--- config.mk ---
export PLATFORM = sky130hd
export DESIGN_NAME = ufpt_ctrl
export DESIGN_NICKNAME = d
export VERILOG_FILES = /design/src/sv/ufpt_pkg.sv /design/src/sv/ufpt_ctrl.sv
export SDC_FILE = /design/constraint.sdc
export NUM_CORES = 1
export LEC_CHECK = 0
export ABC_AREA = 0
export BUFFER_PORTS_ARGS = -buffer_cell sky130_fd_sc_hd__buf_2
export CAP_MARGIN = 25
export CORE_AREA = 2 2 53 55
export CTS_CLUSTER_DIAMETER = 40
export DETAILED_ROUTE_END_ITERATION = 10
export DIE_AREA = 0 0 55 57
export GPL_TIMING_DRIVEN = 0
export PLACE_DENSITY = 0.7
export SETUP_SLACK_MARGIN = 0.4
export SLEW_MARGIN = 20
export SYNTH_ARGS = -nofsm -noshare
export SYNTH_HDL_FRONTEND = slang
export SYNTH_SLANG_ARGS = --single-unit
--- constraint.sdc ---
create_clock -name clk -period 1.5 [get_ports clk]
set_clock_uncertainty 0.1 [all_clocks]
set_input_delay 0.075 -clock clk [delete_from_list [all_inputs] [get_ports clk]]
set_output_delay 0.075 -clock clk [all_outputs]
set_load 0.02 [all_outputs]
--- src/sv/ufpt_pkg.sv ---
`timescale 1ns / 1ps
`default_nettype none
// ----------------------------------------------------------------------------
// ufpt_pkg
// Shared types, widths and datapath operation codes of the percolation tracker.
// ----------------------------------------------------------------------------
package ufpt_pkg;

    localparam int NODES  = 4096;
    localparam int AW     = 12;
    localparam int CW     = 13;
    localparam int EW     = 15;
    localparam int SQW    = 25;
    localparam int MW     = 21;
    localparam int DVW    = 33;
    localparam int RESW   = 85;
    localparam int OUTW   = 88;

    localparam logic [CW-1:0] NODES_C    = 13'd4096;
    localparam logic [MW-1:0] MEAN_ONE   = 21'd256;

    localparam logic [1:0] KIND_CLEAR  = 2'd0;
    localparam logic [1:0] KIND_OCCUPY = 2'd1;
    localparam logic [1:0] KIND_MERGE  = 2'd2;
    localparam logic [1:0] KIND_REPORT = 2'd3;

    typedef logic [4:0] op_t;

    localparam op_t OP_NONE          = 5'd0;
    localparam op_t OP_LOAD          = 5'd1;
    localparam op_t OP_CLR_WR        = 5'd2;
    localparam op_t OP_RD_IDX        = 5'd3;
    localparam op_t OP_RD_CUR        = 5'd4;
    localparam op_t OP_OCC_NEW       = 5'd5;
    localparam op_t OP_FIND_INIT_IDX = 5'd6;
    localparam op_t OP_FIND_INIT_CUR = 5'd7;
    localparam op_t OP_F_RD          = 5'd8;
    localparam op_t OP_F_STEP        = 5'd9;
    localparam op_t OP_C_RD          = 5'd10;
    localparam op_t OP_C_STEP        = 5'd11;
    localparam op_t OP_SAVE_CUR      = 5'd12;
    localparam op_t OP_SAVE_R1       = 5'd13;
    localparam op_t OP_M_EQ          = 5'd14;
    localparam op_t OP_M_W1          = 5'd15;
    localparam op_t OP_M_W2          = 5'd16;
    localparam op_t OP_S_RD          = 5'd17;
    localparam op_t OP_S_EV          = 5'd18;
    localparam op_t OP_S_ACC         = 5'd19;
    localparam op_t OP_DIV_START     = 5'd20;
    localparam op_t OP_OUT           = 5'd21;

    typedef struct packed {
        logic          occ;
        logic          root;
        logic [CW-1:0] val;
    } entry_t;

    typedef struct packed {
        op_t op;
    } dp_cmd_t;

    typedef struct packed {
        logic [1:0] kind;
        logic       in_range;
        logic       lim_zero;
        logic       e_occ;
        logic       e_root;
        logic       e_val_hi;
        logic       n_eq_r;
        logic       r_eq;
        logic       clr_last;
        logic       scan_last;
        logic       have_two;
        logic       div_busy;
        logic       out_free;
    } dp_stat_t;

endpackage
`default_nettype wire

--- src/sv/ufpt_ctrl.sv ---
`timescale 1ns / 1ps
`default_nettype none
// ----------------------------------------------------------------------------
// ufpt_ctrl
// Controller that sequences requests into datapath operations.
// ----------------------------------------------------------------------------
module ufpt_ctrl
    import ufpt_pkg::*;
(
    input  wire logic     clk,
    input  wire logic     rst_n,
    input  wire logic     s_tvalid,
    output logic          s_tready,
    input  wire dp_stat_t stat,
    output dp_cmd_t       cmd
);

    localparam logic [4:0] ST_IDLE     = 5'd0;
    localparam logic [4:0] ST_DISP     = 5'd1;
    localparam logic [4:0] ST_CLR      = 5'd2;
    localparam logic [4:0] ST_OCC_RD   = 5'd3;
    localparam logic [4:0] ST_OCC_CHK  = 5'd4;
    localparam logic [4:0] ST_MRG_RD   = 5'd5;
    localparam logic [4:0] ST_MRG_CHK  = 5'd6;
    localparam logic [4:0] ST_MRG_CHK2 = 5'd7;
    localparam logic [4:0] ST_F_RD     = 5'd8;
    localparam logic [4:0] ST_F_CHK    = 5'd9;
    localparam logic [4:0] ST_C_RD     = 5'd10;
    localparam logic [4:0] ST_C_CHK    = 5'd11;
    localparam logic [4:0] ST_RET      = 5'd12;
    localparam logic [4:0] ST_F2_INIT  = 5'd13;
    localparam logic [4:0] ST_M_W1     = 5'd14;
    localparam logic [4:0] ST_M_W2     = 5'd15;
    localparam logic [4:0] ST_S_RD     = 5'd16;
    localparam logic [4:0] ST_S_EV     = 5'd17;
    localparam logic [4:0] ST_S_ACC    = 5'd18;
    localparam logic [4:0] ST_DIV      = 5'd19;
    localparam logic [4:0] ST_DIV_WAIT = 5'd20;
    localparam logic [4:0] ST_OUT      = 5'd21;

    localparam logic [1:0] RET_OCC = 2'd0;
    localparam logic [1:0] RET_M1  = 2'd1;
    localparam logic [1:0] RET_M2  = 2'd2;

    logic [4:0] state_reg, state_next;
    logic [1:0] ret_reg, ret_next;

    always_comb
    begin
        state_next = state_reg;
        ret_next   = ret_reg;
        cmd.op     = OP_NONE;
        s_tready   = 1'b0;
        case (state_reg)
            ST_IDLE:
            begin
                s_tready = 1'b1;
                if (s_tvalid)
                begin
                    cmd.op     = OP_LOAD;
                    state_next = ST_DISP;
                end
            end
            ST_DISP:
            begin
                case (stat.kind)
                    KIND_CLEAR:  state_next = ST_CLR;
                    KIND_OCCUPY: state_next = stat.in_range ? ST_OCC_RD : ST_IDLE;
                    KIND_MERGE:  state_next = stat.in_range ? ST_MRG_RD : ST_IDLE;
                    default:     state_next = stat.lim_zero ? ST_DIV : ST_S_RD;
                endcase
            end
            ST_CLR:
            begin
                cmd.op = OP_CLR_WR;
                if (stat.clr_last)
                begin
                    state_next = ST_IDLE;
                end
            end
            ST_OCC_RD:
            begin
                cmd.op     = OP_RD_IDX;
                state_next = ST_OCC_CHK;
            end
            ST_OCC_CHK:
            begin
                if (stat.e_occ)
                begin
                    cmd.op     = OP_FIND_INIT_IDX;
                    ret_next   = RET_OCC;
                    state_next = ST_F_RD;
                end
                else
                begin
                    cmd.op     = OP_OCC_NEW;
                    state_next = ST_IDLE;
                end
            end
            ST_MRG_RD:
            begin
                cmd.op     = OP_RD_IDX;
                state_next = ST_MRG_CHK;
            end
            ST_MRG_CHK:
            begin
                if (stat.e_occ)
                begin
                    cmd.op     = OP_RD_CUR;
                    state_next = ST_MRG_CHK2;
                end
                else
                begin
                    state_next = ST_IDLE;
                end
            end
            ST_MRG_CHK2:
            begin
                if (stat.e_occ)
                begin
                    cmd.op     = OP_FIND_INIT_CUR;
                    ret_next   = RET_M1;
                    state_next = ST_F_RD;
                end
                else
                begin
                    state_next = ST_IDLE;
                end
            end
            ST_F_RD:
            begin
                cmd.op     = OP_F_RD;
                state_next = ST_F_CHK;
            end
            ST_F_CHK:
            begin
                cmd.op = OP_F_STEP;
                if (!stat.e_occ || stat.e_root || stat.e_val_hi)
                begin
                    state_next = ST_C_RD;
                end
                else
                begin
                    state_next = ST_F_RD;
                end
            end
            ST_C_RD:
            begin
                if (stat.n_eq_r)
                begin
                    state_next = ST_RET;
                end
                else
                begin
                    cmd.op     = OP_C_RD;
                    state_next = ST_C_CHK;
                end
            end
            ST_C_CHK:
            begin
                if (stat.e_root)
                begin
                    state_next = ST_RET;
                end
                else
                begin
                    cmd.op     = OP_C_STEP;
                    state_next = stat.e_val_hi ? ST_RET : ST_C_RD;
                end
            end
            ST_RET:
            begin
                case (ret_reg)
                    RET_OCC:
                    begin
                        cmd.op     = OP_SAVE_CUR;
                        state_next = ST_IDLE;
                    end
                    RET_M1:
                    begin
                        cmd.op     = OP_SAVE_R1;
                        state_next = ST_F2_INIT;
                    end
                    default:
                    begin
                        if (stat.r_eq)
                        begin
                            cmd.op     = OP_M_EQ;
                            state_next = ST_IDLE;
                        end
                        else
                        begin
                            state_next = ST_M_W1;
                        end
                    end
                endcase
            end
            ST_F2_INIT:
            begin
                cmd.op     = OP_FIND_INIT_IDX;
                ret_next   = RET_M2;
                state_next = ST_F_RD;
            end
            ST_M_W1:
            begin
                cmd.op     = OP_M_W1;
                state_next = ST_M_W2;
            end
            ST_M_W2:
            begin
                cmd.op     = OP_M_W2;
                state_next = ST_IDLE;
            end
            ST_S_RD:
            begin
                cmd.op     = OP_S_RD;
                state_next = ST_S_EV;
            end
            ST_S_EV:
            begin
                cmd.op     = OP_S_EV;
                state_next = ST_S_ACC;
            end
            ST_S_ACC:
            begin
                cmd.op     = OP_S_ACC;
                state_next = stat.scan_last ? ST_DIV : ST_S_RD;
            end
            ST_DIV:
            begin
                if (stat.have_two)
                begin
                    cmd.op     = OP_DIV_START;
                    state_next = ST_DIV_WAIT;
                end
                else
                begin
                    state_next = ST_OUT;
                end
            end
            ST_DIV_WAIT:
            begin
                if (!stat.div_busy)
                begin
                    state_next = ST_OUT;
                end
            end
            ST_OUT:
            begin
                if (stat.out_free)
                begin
                    cmd.op     = OP_OUT;
                    state_next = ST_IDLE;
                end
            end
            default: state_next = ST_IDLE;
        endcase
    end

    always_ff @(posedge clk or negedge rst_n)
    begin
        if (!rst_n)
        begin
            state_reg <= ST_IDLE;
            ret_reg   <= RET_OCC;
        end
        else
        begin
            state_reg <= state_next;
            ret_reg   <= ret_next;
        end
    end

endmodule
`default_nettype wire

; Word-level counts from Yosys, hierarchy flattened
; Cells that the tools add are included.
[word_totals]
ff_bits = 7
latchBits = 0
mem_bits_rw = 0
rom_bits = 0
inputBits = 17
out_inout_bits = 6
wordCells = 76
memories = 0
[op_classes]
add_sub_neg = 0
multipliers = 0
div = 0
magnitude_cmp = 0
eq_ne = 30
n_shift = 0
n_mux = 33
bitwise = 0
reduce_logical = 11
[ops]
columns = op, n
row1 = $pmux W5 S20, 1
row2 = $pmux W5 S19, 1
row3 = $eq A5 B4 Y1 const B, 8
row4 = $eq A5 B5 Y1 const B, 6
row5 = $mux W5, 6
row6 = $eq A5 B3 Y1 const B, 4
row7 = $mux W4, 5
row8 = $mux W3, 6
row9 = $pmux W4 S2, 2
row10 = $pmux W5 S3, 1
row11 = $mux W2, 7
row12 = $ne A2 B2 Y1 const B, 6
row13 = $eq A5 B2 Y1 const B, 2
row14 = $pmux W2 S3, 1
row15 = $eq A5 B1 Y1 const B, 1
row16 = $logic_not A5 Y1, 1
row17 = $eq A2 B1 Y1 const B, 2
row18 = $logic_not A2 Y1, 2
row19 = $reduce_and A4 Y1, 1
row20 = $reduce_or A2 Y1, 2
row21 = $mux W1, 3
row22 = $reduce_and A3 Y1, 1
row23 = $reduce_bool A3 Y1, 1
row24 = $eq A2 B2 Y1 const B, 1
row25 = other kinds (2), 3

; Logic depth before layout (Yosys ltp)
; Gate-level depths: netlist of run 1.
[depth]
word_depth = 5
ltp_mapped = 7
mapped_depth_nobuf = 4

; Worst setup path before layout of run 1
; Ideal clock, no wire load.
[synth_timing]
kind = reg-to-output
from = register state_reg[4]
to = output port cmd[4] (netlist bit)
t_arrival_ns = 1.696
required_ns = 1.325
slack_ns = -0.371
path_stages_with_launch = 4
n_path_buf = 1
path_cell_list = dfrtp_1 buf_6 or2b_1 o311ai_0
[synth_rtl]
columns = item, line_no
row1 = from (decl), ufpt_ctrl.sv:45  ; logic [4:0] state_reg, state_next;
row2 = from (signal assigned), ufpt_ctrl.sv:269  ; state_reg <= state_next;
row3 = to (decl), ufpt_ctrl.sv:15  ; output dp_cmd_t cmd

==> results of run 1 <==
cell usage in the layout (no fill, tap or decap), types with 4 or more instances in the layout:
cell type and count:
a21oi_1 7, a21oi_2 4, a31oi_1 4, buf_2 19, buf_4 20, buf_6 19
clkbuf_4 6, dfrtp_1 6, inv_1 5, nand2_1 9, nand2b_1 8, nand3_1 4
nand4_1 4, nor2_1 5, o21ai_0 5
per-stage QoR:
stage	cell area (sq um)	setup TNS [ps]	hold slack (ps)	total power [uW]	cells
CTS	1774	-1951	66.57	3010	234
finish	1917	-2474	72.78	3369	243
global route	1917	-2972	86.14	3515	243
detailed placement	1395	-1217	-185.4	2201	210
global placement	1395	-1075	-197.3	2186	210
floorplan	1246	-130.5	-320.6	1738	157
synthesized netlist by cell type (2+ instances only):
library cell and instances:
a211oi_1 3, a21o_1 2, a21oi_1 11, a221o_1 2, a311oi_1 2, a31oi_1 4
a32oi_1 3, buf_2 6, buf_4 4, buf_6 3, clkbuf_1 3, dfrtp_1 7
inv_1 6, nand2_1 11, nand2b_1 12, nand3_1 5, nand3b_1 3, nand3b_4 2
nand4_1 4, nor2_1 9, nor2b_1 5, nor3_1 3, o2111ai_1 2, o211ai_1 3
o21ai_0 9, o22a_1 2, o31ai_1 3, o32ai_1 2
report_power, final:
group	switching, uW	internal [uW]	leakage [uW]
sequential	63.3	247	0.0000840
clock	85.6	98.3	0.0000177
combinational	1490	1380	0.000689
final cells by class:
type | count | area [sq um]
repair buffers | 51 | 404.1
multi-input cells | 128 | 1071
plain buffers | 16 | 172.7
clock inverters | 1 | 5.005
inverters | 6 | 26.28
flip-flops and latches | 7 | 176.4
fillers | 185 | 698.2
clock buffers | 3 | 22.52
well taps | 31 | 38.79
worst max-delay path: stages (launching register included):
cell and delay (ps):
dfrtp_1 400, buf_6 150, nand3b_1 230, a2111oi_4 360, a311oi_2 90, o211ai_1 110
buf_4 170
kinds of logic after synthesis:
group,Yosys count
buffers and inverters,22
flip-flops,7
AO/OA/AOI/OAI,59
multiplexers,2
XOR/XNOR,1
AND/OR/NAND/NOR,66
metal layers:
layer | vias up | global-route usage | wire (um)
met5 | - | 0 | 0
met4 | 0 | 0.1638 | 275
met3 | 36 | 0.06545 | 547
met2 | 145 | 0.5017 | 2371
met1 | 745 | 0.4197 | 1817
li1 | 710 | - | -
how the worst min path moves through the flow:
| stage | from | end | slack [ps] | depth (start not counted) |
|---|---|---|---|---|
| after detailed placement | rst_n | ret_reg[1] | -190 | 1 |
| after global routing | rst_n | state_reg[0] | 90 | 2 |
| after floorplan | rst_n | ret_reg[0] | -320 | 0 |
| after CTS | rst_n | state_reg[3] | 70 | 2 |
| after global placement | rst_n | ret_reg[1] | -200 | 1 |
| final | rst_n | state_reg[3] | 70 | 2 |
timing repair:
item,4_1_cts,5_1_grt
hold endpoints to repair,7,0
hold buffers,1,0
setup endpoints to repair,13,13
cloned,1,0
buffers inserted,18,9
pin swaps,14,4
resized for setup,52,14
==> metrics.md, run 1 <==
| Metric | Value |
|---|---|
| Largest net degree at the start of global routing | `11` |
| Post-route DRC | `0` |
| VDD IR max | `1.416 mV` |
| Worst Setup End Kind | `output port` |
| CTS root buf | `clkbuf_4` |
| MaxCap Viol Count | `0` |
| Final number of hold-violating endpoints | `0` |
| Max transition margin | `0.7800` |
| Largest family of logic cells by synthesized area | `compound AO/OA/AOI/OAI gates` |
| Die area | `3135 sq um` |
| Clk_lat worst skew | `260 ps` |
| Critical Path RT | `1320 ps` |
| P per Cell Area | `1757 nW/um^2` |
| Post-synthesis mux area share | `0.01803` |
| Vias | `1636` |
| DP Worst Slack | `-310.2 ps` |
| PortBufs | `22` |
| Outcome | `finished, violations left` |
| CP max FO | `5` |
| Final core utilization | `0.7330` |
| Starting density of the core | `0.4512` |
| Post-synth top flop | `dfrtp_1` |
| CTS tree | `done` |
| Asr flop ratio synth | `1.000` |
| Compound-Gate Fraction of Synth Area | `0.3765` |
| Post-synth EDFFs | `0` |
| Die height | `57 um` |
| Top post-synthesis cells by area | `dfrtp_1, nand2b_1, a21oi_1` |
| Synthesized net count | `174` |
| Worst Setup Start Kind | `flip-flop` |
| # H-tree levels | `1` |
| Vias in the first global route | `1507` |
| Beginning of the critical path | `state_reg[1]` |
| Yosys reg bits | `7` |
| Gate Count Post-Synth | `157` |
| Fin crit share | `1.290` |
| Max Fclk | `516.8 MHz` |
| Xor/xnor share of the synthesized area | `0.007423` |
| Worst R2R End | `state_reg[0]` |
| Synth unique cells | `54` |
| Area Overhead vs Synth | `62.46%` |
| CTS clock-pin slew for the worst setup and hold paths | `60 ps` |
| Endpoints failing setup | `11` |
| Die width | `55 um` |
| Clock Sinks | `7` |
| Routability cong. | `0.9903` |
| Total Routing Usage GR | `0.3243` |
| Leading area contributor after synthesis | `dfrtp_1` |
| Seq/Total Area, Yosys | `0.1485` |
| Average vias per placed instance | `6.733` |
| Initial DRC count | `82` |
| CTS buffer count | `3` |
| Setup WS post-layout | `-435.1 ps` |
| Largest register FFs | `5` |
| RSZ-0062 raised after global routing | `true` |
| Critical path class | `flip-flop to output port` |
| Slew @ Worst Pin | `327.0 ps` |
| Fraction of layout cells with a size suffix above 1 | `0.5283` |
| Worst EP arrival | `1760 ps` |
| Clock Path Buffers | `2` |
| R2r startpoint | `state_reg[2]` |
| R2R setup slack | `-270 ps` |
| GRT overflow | `0` |
| Core box area | `2615 sq um` |
| Simple-gate area share of the yosys netlist | `0.3415` |
| Period minus WS final | `1935 ps` |
| Syn. warnings | `0` |
| Drt wl/cell | `20.63 um` |
| Adder-cell share of the synthesized area | `0` |
| DRT antenna net count | `0` |
| Initial antenna violation count | `0` |
| Final Slew Violations | `0` |
| Leakage | `0.0007911 uW` |
| First-pass GRT wire length | `7396 um` |
| Critical Path End | `cmd[1]` |
| Final wirelength | `5012 um` |
| Synthesized area | `1180 sq um` |
| Synth top area share | `0.1485` |
| Syn avg cell area | `7.515 sq um` |
| Nets | `230` |
| Detailed placer's ending HPWL | `2927 um` |
| I/O Pins | `23` |
| Failing checks | `negative setup slack` |
| # diodes | `0` |
| R2r worst-path depth | `6` |
| Min-Delay Path Class | `primary input to async pin` |
| DR pass1 iterations | `4` |
| Cell Rows | `19` |
No activity file was read; power rests on OpenSTA's default activity.
==> run 2, diff against run 1 <==
--- a/config.mk
+++ b/config.mk
@@ -12,9 +12,7 @@
 export CTS_CLUSTER_DIAMETER = 40
 export DETAILED_ROUTE_END_ITERATION = 10
 export DIE_AREA = 0 0 55 57
-export GPL_TIMING_DRIVEN = 0
 export PLACE_DENSITY = 0.7
-export SETUP_SLACK_MARGIN = 0.4
 export SLEW_MARGIN = 20
 export SYNTH_ARGS = -nofsm -noshare
 export SYNTH_HDL_FRONTEND = slang
==> run 2 against run 1 <==
- the run still ends with negative setup slack left
- first-iteration DRC count is 73% higher
- sequential share of layout area fell by 0.50 points
- register-to-register slack lost 160 ps
- routed wire length is 26% higher
- largest cell class unchanged
- global-route usage rose by 4.1 points
- via count rose by 13%
==> metrics.md, run 2 (synthesis gave the netlist of run 1 again) <==
| Metric | Value |
|---|---|
| Critical path class | `flip-flop to output port` |
| Fraction of layout cells with a size suffix above 1 | `0.5812 (+0.05289)` |
| Total Routing Usage GR | `0.3649 (+0.04055)` |
| Die height | `57 um (unchanged)` |
| Setup WS post-layout | `-465.2 ps (-30.18 ps)` |
| DR pass1 iterations | `5 (+1)` |
| Final wirelength | `6303 um (+26%)` |
| RSZ-0062 raised after global routing | `true` |
| Critical Path RT | `1320 ps (about the same)` |
| Nets | `252 (+9.6%)` |
| DRT antenna net count | `0 (unchanged)` |
| Area Overhead vs Synth | `76.67%` |
| Average vias per placed instance | `6.947 (+3.2%)` |
| Detailed placer's ending HPWL | `3279 um (+12%)` |
| GRT overflow | `0 (unchanged)` |
| Worst-path cell chain | `buf_4, clkinvlp_4, o211ai_1, o22a_1, nand4_1, buf_4` |
| Slew @ Worst Pin | `484.9 ps (+158.0 ps)` |
| Final TNS setup | `-3425 ps (-950.7 ps)` |
| Most frequent cells in the layout | `buf_4, buf_6, buf_2` |
| Footprint of the multi-input gates | `1061 sq um (-0.93%)` |
| I/O Pins | `23 (unchanged)` |
| Vias | `1841 (+13%)` |
| CP max FO | `7 (+2)` |
| Die width | `55 um (unchanged)` |
| Fin crit share | `1.310 (+0.02012)` |
| Worst Setup Start Kind | `flip-flop` |
| Min-Delay Path Class | `primary input to async pin` |
| Critical path's largest stage delay | `490 ps (+90 ps)` |
| PortBufs | `22 (unchanged)` |
| Max transition margin | `0.6748 (-0.1052)` |
| Outcome | `finished, violations left` |
| Clk_lat worst skew | `270 ps (about the same)` |
| Post-route DRC | `0 (unchanged)` |
| Clock Sinks | `7 (unchanged)` |
| CTS root buf | `clkbuf_4` |
| Initial antenna violation count | `0 (unchanged)` |
| Cell Rows | `19 (unchanged)` |
| Commonest non-fill, non-tap cell in the layout | `buf_4` |
| Die area | `3135 sq um (unchanged)` |
| MaxCap Viol Count | `0 (unchanged)` |
| P per Cell Area | `1847 nW/um^2 (+5.1%)` |
| Top delay family on crit path | `buffers and inverters` |
| Drt wl/cell | `23.78 um (+15%)` |
| Worst Setup End Kind | `output port` |
| Endpoints failing setup | `13 (+2)` |
| Most used cell, CP | `buf_4` |
| Largest register FFs | `5 (unchanged)` |
| Initial DRC count | `142 (+73%)` |
| Vias in the first global route | `1689 (+12%)` |
| First-pass GRT wire length | `8148 um (+10%)` |
| Routability cong. | `1.021 (+3.1%)` |
| Clock Path Buffers | `2 (unchanged)` |
| # diodes | `0 (unchanged)` |
| CTS buffer count | `3 (unchanged)` |
| Sequential cell area | `181.4 sq um (+2.8%)` |
| Max Fclk | `508.8 MHz (-1.5%)` |
| Failing checks | `negative setup slack` |
| Core box area | `2615 sq um (unchanged)` |
| Worst EP arrival | `1790 ps (+30 ps)` |
| Starting density of the core | `0.4512 (unchanged)` |
| Final number of hold-violating endpoints | `0 (unchanged)` |
| DP Worst Slack | `-256.4 ps (+53.79 ps)` |
| Largest net degree at the start of global routing | `13 (+2)` |
| Final Slew Violations | `0 (unchanged)` |
| Period minus WS final | `1965 ps (+30.18 ps)` |
| VDD IR max | `1.574 mV (+11%)` |
| Final instance area | `2085 sq um (+8.7%)` |
| Fill count | `175 (-5.4%)` |
| Post-DP Area | `1583 sq um (+13%)` |
| # H-tree levels | `1 (unchanged)` |
| Buf/Inv on CP | `3 (+1)` |
| Worst path slowest cell | `dfrtp_2` |
| CTS tree | `done` |
| CTS clock-pin slew for the worst setup and hold paths | `60 ps (about the same)` |
| Final core utilization | `0.7971 (+0.06411)` |
| Leakage | `0.0008771 uW (+11%)` |
[run 2: cell count changes in the layout (fill, tap and decap cells not counted), sizes merged]
cell / before / now
clkinvlp: 1 / 2
clkinv: 1 / 0
buf: 63 / 87
clkbuf: 6 / 4
inv: 5 / 4
bufbuf: 0 / 1
[run 2: path summary, 6_finish.rpt]
check | startpoint | slack (ps) | depth (start not counted) | end
max | state_reg[1] | -470 | 6 | cmd[2]
max reg2reg | state_reg[2] | -430 | 5 | state_reg[0]
min reg2reg | ret_reg[0] | 520 | 2 | ret_reg[0]
min | rst_n | 80 | 2 | state_reg[0]
max in group asynchronous | rst_n | 1020 | 2 | state_reg[3]
min in group clk | stat[0] | 90 | 4 | state_reg[0]
[run 2: power breakdown]
group / switching (uW) / internal, uW
clock network: 86.8 / 103
logic: 1590 / 1690
registers: 124 / 254
[run 2: worst reg2reg max path, delay by kind of cell, from the launching register on]
family                 cells  cell delay (ps)
buffers and inverters      1              150
AO/OA/AOI/OAI              3              830
flip-flops                 1              470
AND/OR/NAND/NOR            1              300
[run 2: through the flow]
stage                     total power (uW)  std cells  hold slack, ps
after global routing                  3982        265           85.11
final                                 3850        265           83.11
after detailed placement              2407        238          -172.7
after global placement                2344        238          -175.9
after floorplan                       1644        157          -320.6
after CTS                             3243        258           59.58
[run 2: layout make-up]
| cell class | count | share of cell area |
|---|---|---|
| multi-input cells | 128 | 0.5090 |
| clock buffers | 4 | 0.01261 |
| repair buffers | 89 | 0.3583 |
| inverters | 6 | 0.01441 |
| well taps | 31 | 0.01861 |
| flip-flops and latches | 7 | 0.08703 |
[run 2: timing repair]
action / 4_1_cts / 5_1_grt
setup endpoints to repair: 13 / 12
endpoints found under the hold margin: 7 / 0
pin swaps: 14 / 19
gates cloned: 2 / 0
buffers inserted: 13 / 7
hold buffers: 1 / 0
gates resized for setup: 49 / 27
[run 2: per-layer routing]
| metal | GRT usage | share of wire |
|---|---|---|
| met2 | 0.5748 | 0.45 |
| met3 | 0.06806 | 0.11 |
| met5 | 0 | 0 |
| met4 | 0.2265 | 0.092 |
| met1 | 0.4454 | 0.35 |
